[src/rtl/bfm_pkg.sv]
// ----------------------------------------------------------------------------
// bfm_pkg
// Shared sizes, codes, types and the symbol decoder of the brainfuck machine.
// ----------------------------------------------------------------------------
`default_nettype none

package bfm_pkg;

  // storage sizes
  localparam int TAPE_CELLS    = 32768;
  localparam int PROGRAM_DEPTH = 1024;
  localparam int INPUT_DEPTH   = 16;

  localparam int TAPE_AW = $clog2(TAPE_CELLS);
  localparam int PROG_AW = $clog2(PROGRAM_DEPTH);
  localparam int PLEN_W  = $clog2(PROGRAM_DEPTH + 1);
  localparam int IQ_AW   = $clog2(INPUT_DEPTH);
  localparam int IQ_CW   = $clog2(INPUT_DEPTH + 1);

  // fixed payload widths
  localparam int CMD_W      = 2;
  localparam int BYTE_W     = 8;
  localparam int STATUS_W   = 3;
  localparam int CELL_PTR_W = 15;
  localparam int PC_W       = 11;

  // program symbols
  localparam logic [BYTE_W-1:0] CH_RIGHT = 8'h3E;
  localparam logic [BYTE_W-1:0] CH_LEFT  = 8'h3C;
  localparam logic [BYTE_W-1:0] CH_INC   = 8'h2B;
  localparam logic [BYTE_W-1:0] CH_DEC   = 8'h2D;
  localparam logic [BYTE_W-1:0] CH_OUT   = 8'h2E;
  localparam logic [BYTE_W-1:0] CH_IN    = 8'h2C;
  localparam logic [BYTE_W-1:0] CH_OPEN  = 8'h5B;
  localparam logic [BYTE_W-1:0] CH_CLOSE = 8'h5D;
  localparam logic [BYTE_W-1:0] EOF_BYTE = 8'hFF;

  typedef enum logic [CMD_W-1:0] {
    CMD_APPEND = 2'd0,
    CMD_QUEUE  = 2'd1,
    CMD_EXEC   = 2'd2,
    CMD_CLEAR  = 2'd3
  } cmd_t;

  typedef enum logic [STATUS_W-1:0] {
    ST_OK         = 3'd0,
    ST_ENDED      = 3'd1,
    ST_UNMATCHED  = 3'd2,
    ST_PROG_FULL  = 3'd3,
    ST_INPUT_FULL = 3'd4
  } status_t;

  typedef enum logic [3:0] {
    OP_RIGHT,
    OP_LEFT,
    OP_INC,
    OP_DEC,
    OP_OUT,
    OP_IN,
    OP_OPEN,
    OP_CLOSE,
    OP_NONE
  } op_t;

  typedef enum logic [3:0] {
    S_CLEAR,
    S_IDLE,
    S_DISPATCH,
    S_EXEC,
    S_LOAD,
    S_SCAN_RD,
    S_SCAN_CHK,
    S_RESULT
  } state_t;

  // controller to datapath
  typedef struct packed {
    logic    in_ready;
    logic    take;
    logic    append;
    logic    queue;
    logic    clear;
    logic    fetch;
    logic    cell_wr;
    logic    ptr_move;
    logic    pc_inc;
    logic    scan_start;
    logic    scan_rd;
    logic    scan_chk;
    logic    scan_jump;
    logic    clr_wr;
    logic    set_st;
    status_t st;
    logic    emit;
    logic    out_load;
  } ctl_t;

  // datapath to controller
  typedef struct packed {
    cmd_t cmd;
    logic prog_full;
    logic in_full;
    logic pc_end;
    op_t  op;
    logic cell_zero;
    logic scan_end;
    logic scan_hit;
    logic clr_last;
    logic out_free;
  } sts_t;

  function automatic op_t decode_op(input logic [BYTE_W-1:0] c);
    op_t o;
    case (c)
      CH_RIGHT: o = OP_RIGHT;
      CH_LEFT:  o = OP_LEFT;
      CH_INC:   o = OP_INC;
      CH_DEC:   o = OP_DEC;
      CH_OUT:   o = OP_OUT;
      CH_IN:    o = OP_IN;
      CH_OPEN:  o = OP_OPEN;
      CH_CLOSE: o = OP_CLOSE;
      default:  o = OP_NONE;
    endcase
    return o;
  endfunction

endpackage

`default_nettype wire

[src/rtl/bfm_ctrl.sv]
// ----------------------------------------------------------------------------
// bfm_ctrl
// Sequencer of the brainfuck machine: dispatch, execute, bracket scan, result.
// ----------------------------------------------------------------------------
`default_nettype none

module bfm_ctrl import bfm_pkg::*; (
  input  wire logic clk,
  input  wire logic rst_n,
  input  wire logic in_valid,
  input  wire sts_t sts,
  output ctl_t      ctl
);

  state_t state_r, state_nxt;

  always_ff @(posedge clk) begin
    if (!rst_n) begin
      state_r <= S_CLEAR;
    end else begin
      state_r <= state_nxt;
    end
  end

  always_comb begin
    state_nxt = state_r;
    case (state_r)
      S_CLEAR: begin
        if (sts.clr_last) state_nxt = S_IDLE;
      end
      S_IDLE: begin
        if (in_valid) state_nxt = S_DISPATCH;
      end
      S_DISPATCH: begin
        if (sts.cmd == CMD_EXEC && !sts.pc_end) state_nxt = S_EXEC;
        else                                      state_nxt = S_RESULT;
      end
      S_EXEC: begin
        case (sts.op)
          OP_RIGHT, OP_LEFT: state_nxt = S_LOAD;
          OP_OPEN:  state_nxt = sts.cell_zero  ? S_SCAN_RD : S_RESULT;
          OP_CLOSE: state_nxt = !sts.cell_zero ? S_SCAN_RD : S_RESULT;
          default:  state_nxt = S_RESULT;
        endcase
      end
      S_LOAD: state_nxt = S_RESULT;
      S_SCAN_RD: begin
        state_nxt = sts.scan_end ? S_RESULT : S_SCAN_CHK;
      end
      S_SCAN_CHK: begin
        state_nxt = sts.scan_hit ? S_RESULT : S_SCAN_RD;
      end
      S_RESULT: begin
        if (sts.out_free) state_nxt = S_IDLE;
      end
      default: state_nxt = S_CLEAR;
    endcase
  end

  always_comb begin
    ctl    = '0;
    ctl.st = ST_OK;
    case (state_r)
      S_CLEAR: ctl.clr_wr = 1'b1;
      S_IDLE: begin
        ctl.in_ready = 1'b1;
        ctl.take     = in_valid;
      end
      S_DISPATCH: begin
        case (sts.cmd)
          CMD_APPEND: begin
            if (sts.prog_full) begin
              ctl.set_st = 1'b1;
              ctl.st     = ST_PROG_FULL;
            end else begin
              ctl.append = 1'b1;
            end
          end
          CMD_QUEUE: begin
            if (sts.in_full) begin
              ctl.set_st = 1'b1;
              ctl.st     = ST_INPUT_FULL;
            end else begin
              ctl.queue = 1'b1;
            end
          end
          CMD_CLEAR: ctl.clear = 1'b1;
          default: begin
            if (sts.pc_end) begin
              ctl.set_st = 1'b1;
              ctl.st     = ST_ENDED;
            end else begin
              ctl.fetch = 1'b1;
            end
          end
        endcase
      end
      S_EXEC: begin
        case (sts.op)
          OP_INC, OP_DEC, OP_IN: begin
            ctl.cell_wr = 1'b1;
            ctl.pc_inc  = 1'b1;
          end
          OP_OUT: begin
            ctl.emit   = 1'b1;
            ctl.pc_inc = 1'b1;
          end
          OP_RIGHT, OP_LEFT: begin
            ctl.ptr_move = 1'b1;
            ctl.pc_inc   = 1'b1;
          end
          OP_OPEN: begin
            ctl.scan_start = sts.cell_zero;
            ctl.pc_inc     = !sts.cell_zero;
          end
          OP_CLOSE: begin
            ctl.scan_start = !sts.cell_zero;
            ctl.pc_inc     = sts.cell_zero;
          end
          default: ctl.pc_inc = 1'b1;
        endcase
      end
      S_SCAN_RD: begin
        if (sts.scan_end) begin
          ctl.set_st = 1'b1;
          ctl.st     = ST_UNMATCHED;
        end else begin
          ctl.scan_rd = 1'b1;
        end
      end
      S_SCAN_CHK: begin
        ctl.scan_chk  = 1'b1;
        ctl.scan_jump = sts.scan_hit;
      end
      S_RESULT: ctl.out_load = sts.out_free;
      default: ;
    endcase
  end

  a_scan_exec: assert property (@(posedge clk) disable iff (!rst_n)
    (state_r == S_SCAN_RD || state_r == S_SCAN_CHK) |-> sts.cmd == CMD_EXEC)
    else $error("bracket scan outside an execute item");

endmodule

`default_nettype wire

[config.mk]
export PLATFORM = sky130hd
export DESIGN_NAME = bfm_ctrl
export DESIGN_NICKNAME = d
export VERILOG_FILES = /design/src/rtl/bfm_pkg.sv /design/src/rtl/bfm_ctrl.sv
export SDC_FILE = /design/constraint.sdc
export NUM_CORES = 1
export LEC_CHECK = 0
export BUFFER_PORTS_ARGS = -buffer_cell sky130_fd_sc_hd__buf_2
export CAP_MARGIN = 15
export CORE_AREA = 2 2 39 41
export CTS_BUF_LIST = sky130_fd_sc_hd__clkbuf_4
export CTS_CLUSTER_SIZE = 14
export DETAILED_ROUTE_END_ITERATION = 6
export DIE_AREA = 0 0 41 43
export PLACE_DENSITY_LB_ADDON = 0.2
export SLEW_MARGIN = 20
export SYNTH_ARGS = -nofsm -noshare
export SYNTH_HDL_FRONTEND = slang
export SYNTH_SLANG_ARGS = --single-unit
[constraint.sdc]
create_clock -name clk -period 3.6 [get_ports clk]
set_input_delay 0 -clock clk [delete_from_list [all_inputs] [get_ports clk]]
set_output_delay 0 -clock clk [all_outputs]
set_load 0.01 [all_outputs]
==> results of run 1 <==
[cell type report]
class	instances	area share, %
clock buffer	4	4.26
inverter	6	3.19
multi-input combinational	56	55.7
sequential	3	8.51
tap	16	2.84
timing repair buffer	36	25.5
[worst min path at each step]
stage / cells past startpoint / to / startpoint
6_report: 3 / state_r[0]$_SDFFE_PN0P_ / rst_n
5_1_grt: 3 / state_r[0]$_SDFFE_PN0P_ / rst_n
4_1_cts: 3 / state_r[0]$_SDFFE_PN0P_ / rst_n
3_5_place_dp: 3 / state_r[0]$_SDFFE_PN0P_ / rst_n
3_3_place_gp: 3 / state_r[0]$_SDFFE_PN0P_ / rst_n
2_1_floorplan: 1 / ctl[14] / sts[9]
[placed cells by master (no fill, tap or decap), types with 2 or more instances in the layout]
| cell type | synthesis | routed |
|---|---|---|
| a31oi_1 | 2 | 2 |
| and2_1 | 2 | 2 |
| buf_2 | 1 | 36 |
| clkbuf_4 | 0 | 4 |
| dfxtp_1 | 3 | 3 |
| inv_1 | 6 | 6 |
| mux2i_1 | 2 | 2 |
| nand2_1 | 6 | 6 |
| nand2b_1 | 4 | 4 |
| nand3_1 | 2 | 2 |
| nor2_1 | 7 | 7 |
| nor2b_1 | 3 | 3 |
| nor3_1 | 3 | 3 |
| nor4_1 | 4 | 4 |
| o21ai_0 | 3 | 3 |
[metal layers]
layer,share of wire [%],track usage (%)
met3,9.4,4.71
met2,44,23.1
met5,0,0
met1,46,19.8
met4,0,2.00
[worst reg2reg max path, stage by stage, from the launching register on]
cell and delay [ns]:
dfxtp_1 0.56, and2b_2 0.30, a21oi_2 0.15, and2_4 0.17, a211oi_2 0.05
[kinds of logic (layout without fill, tap and decap cells)]
logic type | count (synthesis) | after routing | synth area share, %
compound gates | 13 | 13 | 20.0
xor+xnor | 1 | 1 | 1.69
buf+inv | 11 | 46 | 12.6
flops | 3 | 3 | 11.6
mux | 2 | 2 | 3.86
simple gates | 40 | 40 | 50.2
[power by group through the flow]
stage               Combinational, µW  Clock (µW)  Sequential, µW
floorplan                         211           0            61.8
global placement                  206           0            99.9
detailed placement                207           0             101
finish                            205        66.1             101
CTS                               208        68.1             101
global route                      230        74.0             105
[stage by stage]
stage               utilization, %  area, µm²
detailed placement            48.8        676
global route                  51.0        706
floorplan                        -        518
CTS                           51.0        706
finish                        51.0        706
global placement              48.8        676
==> run_results.csv, run 1 <==
group,metric,value,unit
timing,fmax,655,MHz
final_layout,fill_cells,150,
clock_tree,clk-insertion-delay-late,0.23,ns
final_layout,drive_above_1_share,45.7,%
clock_tree,hold_buffers,0,
route,drtAntennaViolNets,0,
synthesis,ys_dominant_reg_cell,"dfxtp_1",
global_route,grt_max_degree,15,
setup_path,cp-endpoint,"ctl[18]",
global_route,antenna_found_initial,0,
power,p_int,199,µW
die,die_width,41,µm
clock_tree,postCtsResizedCells,0,
timing,finalCritPeriodShare,42.4,%
clock_tree,numClockSinks,3,
timing,worstMarginPinSlew,0.478,ns
synthesis,yosysTopAreaCell,"dfxtp_1",
final_layout,finalNonFillerCells,121,
synthesis,synth.area.top_cells,"dfxtp_1, buf_6, nor2_1, nand2b_1, nor4_1",
global_route,grt.total_usage,14.8,%
route,dr.pass1.iters,4,
run,maxCapViolations,0,
clock_tree,cts_setup_buffers,0,
setup_path,end_kind,"primary output",
setup_path,slowest_stage,"dfxtp_1",
setup_path,path_class,"flip-flop to primary output",
setup_path,r2r-start,"state_r[1]$_SDFFE_PN0P_",
placed_design,dp_cells,117,
setup_path,cp_max_fo,11,
route,wl,1200,µm
power,power,372,µW
die,dieArea,1760,µm²
clock_tree,cts-buffers-inserted,3,
setup_path,cp_num_cells,4,
power,pwr-share-comb,55.1,%
synthesis,syn_inst,70,
setup_path,rr_endpoint,"state_r[0]$_SDFFE_PN0P_",
synthesis,synth_edf_count,0,
clock_tree,h-tree-depth,1,
clock_tree,root_buffer,"clkbuf_4",
final_layout,multi_input_area,393,µm²
synthesis,synth_top_area_share,11.6,%
final_layout,top_register,"state_r",
die,core.rowCount,14,
route,route.vias.total,612,
timing,setup_slack,2.07,ns
setup_path,cp-startpoint,"state_r[1]$_SDFFE_PN0P_",
route,drtIter0Drc,2,
timing,final-hold-violation-count,0,
synthesis,synthArstFlopShare,0,%
setup_path,arrival,1.53,ns
synthesis,synthTopCellsByCount,"nor2_1, inv_1, nand2_1",
final_layout,largest_reg_flops,3,
setup_path,critPathLaunchType,"flip-flop",
setup_path,worst-r2r-cell-count,4,
timing,slew_headroom,68.1,%
setup_path,max_stage_delay,0.56,ns
placed_design,hpwlAfterDp,965,µm
synthesis,syn_area,518,µm²
final_layout,area_growth,36.2,%
die,ioPinCount,37,
synthesis,yosys_warnings,0,
global_route,grt_pass1_wl,1900,µm
setup_path,critPathTopFamily,"simple AND/OR/NAND/NOR gates",
clock_tree,clk_path_buf_depth,2,
timing,clock_skew,0.00479,ns
setup_path,required,3.60,ns
power,p_sw,172,µW
power,seq_power_share,27.1,%
final_layout,layout.nets,123,
global_route,gr-total-overflow,0,
timing,min_period,1.53,ns
synthesis,synth_fp_nets,87,
synthesis,syn_avg_cell_area,7.40,µm²
route,wire_per_inst,9.88,µm
die,start_util,37.4,%
setup_path,r2r_slack,2.24,ns
synthesis,yosysSeqAreaShare,11.6,%
clock_tree,cts_tree,"yes",
timing,finalSetupTns,0,ns
placed_design,place.gp.congestion,0.756,
final_layout,ff_latch_area,60.1,µm²
placed_design,pre_cts_ws,2.24,ns
power,pwr-share-clk,17.8,%
setup_path,path_cells,"and2b_2, nor2b_1, and2_1, buf_2",
final_layout,antennaDiodeCount,0,
timing,hold_slack,0.0166,ns
clock_tree,clk_pin_slew,0.04,ns
synthesis,ys_types,34,
route,drc,0,
hold_path,hp-class,"input pin to flip-flop",
placed_design,port_buffers,36,
timing,rsz0062_at_grt,"no",
global_route,grt_pass1_vias,488,
setup_path,critical_path_buf_inv_count,1,
synthesis,yosysMostFrequentCell,"nor2_1",
die,core,1380,µm²
route,viasPerCell,5.06,
synthesis,ys_seq_elements,3,
timing,setup_viol,0,
power,p_per_area,527,nW/µm²
power,swShare,46.4,%
timing,final_max_slew_viol_count,0,
final_layout,largestRegisters,"state_r (3)",
power,ir_drop,324,µV
run_status,outcome,"completed",
power,cellLeakagePower,0.000386,µW
die,die_h,43,µm
Note: power is estimated with default switching activity, not from simulation.
==> inputs of run 2 (changes only) <==
--- a/config.mk
+++ b/config.mk
@@ -5,13 +5,14 @@
 export SDC_FILE = /design/constraint.sdc
 export NUM_CORES = 1
 export LEC_CHECK = 0
+export ABC_AREA = 1
 export BUFFER_PORTS_ARGS = -buffer_cell sky130_fd_sc_hd__buf_2
 export CAP_MARGIN = 15
-export CORE_AREA = 2 2 39 41
+export CORE_MARGIN = 1.5
+export CORE_UTILIZATION = 36
 export CTS_BUF_LIST = sky130_fd_sc_hd__clkbuf_4
 export CTS_CLUSTER_SIZE = 14
 export DETAILED_ROUTE_END_ITERATION = 6
-export DIE_AREA = 0 0 41 43
 export PLACE_DENSITY_LB_ADDON = 0.2
 export SLEW_MARGIN = 20
 export SYNTH_ARGS = -nofsm -noshare
==> constraint.sdc (replaced) <==
create_clock -name clk -period 1.4 [get_ports clk]
set_input_delay 0 -clock clk [delete_from_list [all_inputs] [get_ports clk]]
set_output_delay 0 -clock clk [all_outputs]
set_load 0.01 [all_outputs]
==> run 2 against run 1 <==
Sequential power grew 130%. Clock-buffer cell count stayed put. Utilization rose by 9.2 points. Die area is 12% lower. Via count increased by 19%. Combinational power rose to 3.1 times the previous value. Global-route usage increased by 4.8 points. Critical path depth is 1 higher. Non-clock buffer count rose by 1. Clock skew is 0.0011 ns higher. Synthesized cell count is 33% higher. Critical endpoint is now ctl[5].
==> run_results.csv, run 2 <==
group,metric,value,unit
setup_path,worst-r2r-cell-count,7,
route,drtIter0Drc,15,
clock_tree,clk_path_buf_depth,2,
timing,final_max_slew_viol_count,0,
hold_path,hp-class,"input pin to flip-flop",
setup_path,r2r_slack,0.26,ns
clock_tree,h-tree-depth,1,
placed_design,place.gp.congestion,0.833,
setup_path,path_class,"flip-flop to primary output",
clock_tree,cts_setup_buffers,0,
timing,min_period,1.31,ns
timing,slew_headroom,82.5,%
final_layout,finalNonFillerCells,146,
die,ioPinCount,37,
timing,finalCritPeriodShare,93.4,%
timing,finalSetupTns,0,ns
clock_tree,root_buffer,"clkbuf_4",
synthesis,synthArstFlopShare,0,%
timing,worstMarginPinSlew,0.260,ns
setup_path,cp-startpoint,"state_r[2]$_SDFFE_PN0P_",
power,p_per_area,1480,nW/µm²
die,die_h,39.3,µm
power,ir_drop,1130,µV
run_status,outcome,"completed",
final_layout,layout.nets,150,
clock_tree,clk_pin_slew,0.04,ns
final_layout,area_growth,48.2,%
global_route,grt_pass1_wl,2040,µm
setup_path,end_kind,"primary output",
clock_tree,cts_tree,"yes",
route,viasPerCell,4.98,
synthesis,synth_fp_nets,110,
final_layout,final_common_cell,"buf_2",
global_route,antenna_found_initial,0,
final_layout,antennaDiodeCount,0,
setup_path,r2r-start,"state_r[1]$_SDFFE_PN0P_",
die,dieArea,1550,µm²
clock_tree,clk-insertion-delay-late,0.24,ns
synthesis,ys_types,20,
synthesis,syn_inst,93,
route,route.vias.total,727,
synthesis,synth.area.top_cells,"nand2_1, nor2_1, dfxtp_1, inv_1, nand3_1",
final_layout,drive_above_1_share,37.9,%
power,cellLeakagePower,0.000454,µW
synthesis,synth_edf_count,0,
final_layout,postLayoutCoreUtil,60.1,%
synthesis,yosysMostFrequentCell,"nand2_1",
final_layout,final_cell_mix,"buf_2, nand2_1, nor2_1, inv_1, nand3_1",
final_layout,top_register,"state_r",
route,drtAntennaViolNets,0,
die,core.rowCount,12,
final_layout,largest_reg_flops,3,
setup_path,rr_endpoint,"state_r[2]$_SDFFE_PN0P_",
synthesis,ys_dominant_reg_cell,"dfxtp_1",
clock_tree,cts-buffers-inserted,3,
timing,rsz0062_at_grt,"no",
route,wire_per_inst,9.41,µm
die,die_width,39.3,µm
timing,clock_skew,0.00588,ns
final_layout,largestRegisters,"state_r (3)",
setup_path,cp-endpoint,"ctl[5]",
synthesis,synth_top_area_share,14.2,%
synthesis,yosys_warnings,0,
timing,final-hold-violation-count,0,
setup_path,critPathLaunchType,"flip-flop",
synthesis,syn_area,475,µm²
setup_path,cp_max_fo,9,
setup_path,arrival,1.31,ns
synthesis,syn_avg_cell_area,5.11,µm²
global_route,grt.total_usage,19.7,%
placed_design,dp_cells,142,
clock_tree,numClockSinks,3,
setup_path,required,1.40,ns
synthesis,yosysSeqAreaShare,12.6,%
placed_design,port_buffers,36,
run,maxCapViolations,0,
route,wl,1370,µm
placed_design,hpwlAfterDp,1140,µm
global_route,gr-total-overflow,0,
synthesis,yosysTopAreaCell,"nand2_1",
global_route,grt_max_degree,10,
route,drc,0,
synthesis,ys_seq_elements,3,
timing,fmax,765,MHz
route,dr.pass1.iters,4,
clock_tree,hold_buffers,0,
timing,setup_viol,0,
die,core,1170,µm²
synthesis,synthTopCellsByCount,"nand2_1, nor2_1, inv_1",
global_route,grt_pass1_vias,548,
die,start_util,40.6,%
## run 2: cell count changes in the layout (fill, tap and decap cells not counted), sizes merged, moves of 2 or more
cell / change
nor3: +3
nor2: +11
a31oi: -2
nor2b: -3
and2: -3
nor4: -2
nand2b: -4
inv: +12
mux2i: -2
nand2: +13
a211oi: -2
nand4: +2
nor4b: -2
nand3: +9
## run 2: worst min path at each step
stage | start | end | slack [ns] | depth (start not counted)
after detailed placement | sts[10] | ctl[16] | 0.25 | 3
after global placement | rst_n | state_r[0]$_SDFFE_PN0P_ | 0.25 | 3
after floorplan | sts[10] | ctl[16] | 0.05 | 1
after CTS | rst_n | state_r[0]$_SDFFE_PN0P_ | 0.007 | 3
after global routing | rst_n | state_r[0]$_SDFFE_PN0P_ | 0.01 | 3
final | rst_n | state_r[0]$_SDFFE_PN0P_ | 0.002 | 3
## run 2: final cells by class
class / count / area (µm²)
clock buffer: 4 / 30.0
multi-input combinational: 70 / 338
timing repair buffer: 37 / 188
inverter: 18 / 67.6
tap: 14 / 17.5
fill: 133 / 467
sequential: 3 / 63.8
## run 2: power by group
part           leakage (µW)  switching [µW]  total (µW)  internal [µW]
clock network     0.0000184            46.9         173            126
logic              0.000410             395         640            244
registers         0.0000258            92.9         229            136
total              0.000454             535        1040            507
## run 2: cells by family after synthesis
group,after synthesis,share of synthesized area (%)
buffers and inverters,20,16.3
DFF,3,12.6
and+or+nand+nor,63,62.6
AOI/OAI and AO/OA,7,8.42
## run 2: critical path: stages (launching register included)
cell,delay [ns]
dfxtp_2,0.37
inv_2,0.12
nand3_2,0.09
buf_4,0.16
o221ai_1,0.18
buf_2,0.16
## run 2: per-layer routing
metal | vias up | GRT usage, % | routed length (µm)
met5 | - | 0 | 0
met4 | 0 | 11.2 | 23
met3 | 4 | 6.25 | 118
met2 | 33 | 32.1 | 597
met1 | 308 | 22.2 | 633
li1 | 382 | - | -
## run 2: what timing repair did
item / in CTS / in global routing
endpoints found under the setup margin: 1 / 5
cloned: 0 / 0
resized for setup: 1 / 2
## run 2: per-stage QoR
step / area [µm²] / power [µW] / hold WS [ns] / worst slack, ns
6_report: 704 / 1040 / 0.00156 / 0.0920
5_1_grt: 704 / 1150 / 0.0148 / 0.00578
4_1_cts: 702 / 1040 / 0.00704 / 0.0483
3_5_place_dp: 671 / 858 / 0.253 / 0.151
3_3_place_gp: 671 / 851 / 0.247 / 0.144
2_1_floorplan: 475 / 661 / 0.0504 / 0.217
==> inputs of run 3 (changes only) <==
--- a/config.mk
+++ b/config.mk
@@ -5,11 +5,10 @@
 export SDC_FILE = /design/constraint.sdc
 export NUM_CORES = 1
 export LEC_CHECK = 0
-export ABC_AREA = 1
 export BUFFER_PORTS_ARGS = -buffer_cell sky130_fd_sc_hd__buf_2
 export CAP_MARGIN = 15
 export CORE_MARGIN = 1.5
-export CORE_UTILIZATION = 36
+export CORE_UTILIZATION = 37
 export CTS_BUF_LIST = sky130_fd_sc_hd__clkbuf_4
 export CTS_CLUSTER_SIZE = 14
 export DETAILED_ROUTE_END_ITERATION = 6
==> run 3 against run 2 <==
Non-clock buffer count is the same. Cell count shrank 17%. Clock-buffer cell count is the same. Combinational power shrank 9.1%. Hold slack gained 0.0033 ns. Routed wire length shrank 6.0%. Sequential power grew 11%. Worst setup slack gained 0.012 ns. Critical path type unchanged.
==> run_results.csv, run 3 (synthesized netlist as in run 1, its figures left out) <==
group,metric,value,unit
setup_path,path_class,"flip-flop to primary output",
route,drc,0,
global_route,grt_max_degree,15,
power,p_int,546,µW
final_layout,postLayoutCoreUtil,55.6,%
setup_path,rr_endpoint,"state_r[0]$_SDFFE_PN0P_",
route,viasPerCell,5.17,
die,dieArea,1630,µm²
placed_design,place.gp.congestion,0.734,
final_layout,finalNonFillerCells,121,
global_route,antenna_found_initial,0,
timing,slew_headroom,81.4,%
clock_tree,cts_tree,"yes",
setup_path,max_stage_delay,0.39,ns
die,die_width,40.4,µm
setup_path,end_kind,"primary output",
power,pwr-share-clk,16.9,%
clock_tree,hold_buffers,0,
final_layout,layout.nets,124,
power,p_sw,461,µW
timing,rsz0062_at_grt,"no",
die,die_h,40.4,µm
power,ir_drop,933,µV
final_layout,largest_reg_flops,3,
global_route,gr-total-overflow,0,
timing,min_period,1.30,ns
die,ioPinCount,37,
final_layout,top_register,"state_r",
timing,worstMarginPinSlew,0.280,ns
final_layout,drive_above_1_share,50.9,%
clock_tree,numClockSinks,3,
setup_path,path_cells,"nor2_2, nand2_2, o41ai_2, buf_2",
route,route.vias.total,626,
run,maxCapViolations,0,
hold_path,hold_path.startpoint,"rst_n",
setup_path,critPathTopFamily,"flip-flops",
power,seq_power_share,25.3,%
route,drtIter0Drc,16,
clock_tree,clk_path_buf_depth,2,
clock_tree,h-tree-depth,1,
clock_tree,root_buffer,"clkbuf_4",
placed_design,pre_cts_ws,0.124,ns
timing,finalCritPeriodShare,92.6,%
power,p_per_area,1390,nW/µm²
timing,setup_viol,0,
route,drtAntennaViolNets,0,
timing,final_max_slew_viol_count,0,
placed_design,port_buffers,36,
power,swShare,45.8,%
power,pwr-share-comb,57.7,%
timing,final-hold-violation-count,0,
route,wl_met2,608,µm
setup_path,r2r-start,"state_r[1]$_SDFFE_PN0P_",
final_layout,largestRegisters,"state_r (3)",
power,cellLeakagePower,0.000393,µW
global_route,grt.total_usage,15.6,%
clock_tree,cts_setup_buffers,0,
route,top_layer,"met4",
setup_path,cp_num_cells,4,
clock_tree,clk_pin_slew,0.04,ns
placed_design,dp_cells,117,
timing,setup_slack,0.104,ns
final_layout,antennaDiodeCount,0,
placed_design,hpwlAfterDp,1020,µm
setup_path,required,1.40,ns
die,start_util,39.8,%
global_route,grt_pass1_vias,420,
setup_path,slowest_stage,"dfxtp_2",
clock_tree,clk-insertion-delay-late,0.23,ns
timing,clock_skew,0.00114,ns
setup_path,arrival,1.30,ns
setup_path,cp_max_fo,14,
setup_path,critPathLaunchType,"flip-flop",
route,wl,1290,µm
route,dr.pass1.iters,3,
clock_tree,cts-buffers-inserted,3,
route,met1_length,583,µm
route,met3_length,72,µm
final_layout,final_cell_mix,"buf_2, nor2_1, inv_1, nand2_1",
setup_path,worst-r2r-cell-count,5,
power,power,1010,µW
timing,fmax,772,MHz
global_route,grt_pass1_wl,1700,µm
setup_path,critical_path_buf_inv_count,1,
hold_path,hp-class,"input pin to flip-flop",
route,wire_per_inst,10.7,µm
die,core,1300,µm²
final_layout,fill_cells,155,
final_layout,final_common_cell,"buf_2",
die,core.rowCount,13,
timing,finalSetupTns,0,ns
final_layout,area_growth,39.6,%
setup_path,r2r_slack,0.14,ns
run_status,outcome,"completed",
hold_path,hold_end,"state_r[0]$_SDFFE_PN0P_",
hold_path,hold_depth,3,
[run 3: worst register-to-register path, cell delays in order (launching register included)]
cell,delay (ns)
dfxtp_2,0.33
buf_4,0.17
nor4_4,0.31
a21oi_2,0.06
and2_4,0.15
a211oi_2,0.16
[run 3: repair_timing]
action	4_1_cts	5_1_grt
endpoints found under the hold margin	0	0
resized for setup	3	3
endpoints found under the setup margin	10	3
gates cloned	0	0
[run 3: stage by stage]
step	hold WS, ns	cell area [µm²]
after floorplan	0.0341	518
after global placement	0.256	682
after detailed placement	0.254	682
after CTS	0.00139	717
after global routing	0.0124	723
final	0.00486	723
[run 3: area by class of cell]
cell class	count	area, µm²	area share [%]
clock buffers	4	30.0	4.15
inverters	6	22.5	3.11
multi-input cells	56	398	55.0
flip-flops and latches	3	66.3	9.17
well taps	15	18.8	2.60
repair buffers	37	188	26.0
[run 3: how the worst max path moves through the flow]
stage,end,from
after detailed placement,state_r[1]$_SDFFE_PN0P_,state_r[0]$_SDFFE_PN0P_
final,ctl[3],state_r[2]$_SDFFE_PN0P_
after CTS,ctl[3],state_r[1]$_SDFFE_PN0P_
after global routing,ctl[3],state_r[2]$_SDFFE_PN0P_
after floorplan,state_r[1]$_SDFFE_PN0P_,state_r[1]$_SDFFE_PN0P_
after global placement,state_r[1]$_SDFFE_PN0P_,state_r[0]$_SDFFE_PN0P_
[run 3: metal layers]
layer | vias to the layer above | global-route usage (%)
li1 | 324 | -
met1 | 276 | 18.4
met2 | 22 | 26.2
met3 | 4 | 1.67
met4 | 0 | 10.0
met5 | - | 0
[run 3: power groups by stage]
| stage | clock, µW | sequential, µW | combinational [µW] |
|---|---|---|---|
| floorplan | 0 | 159 | 542 |
| global placement | 0 | 233 | 575 |
| detailed placement | 0 | 239 | 575 |
| CTS | 176 | 244 | 585 |
| global route | 182 | 271 | 642 |
| finish | 171 | 255 | 582 |
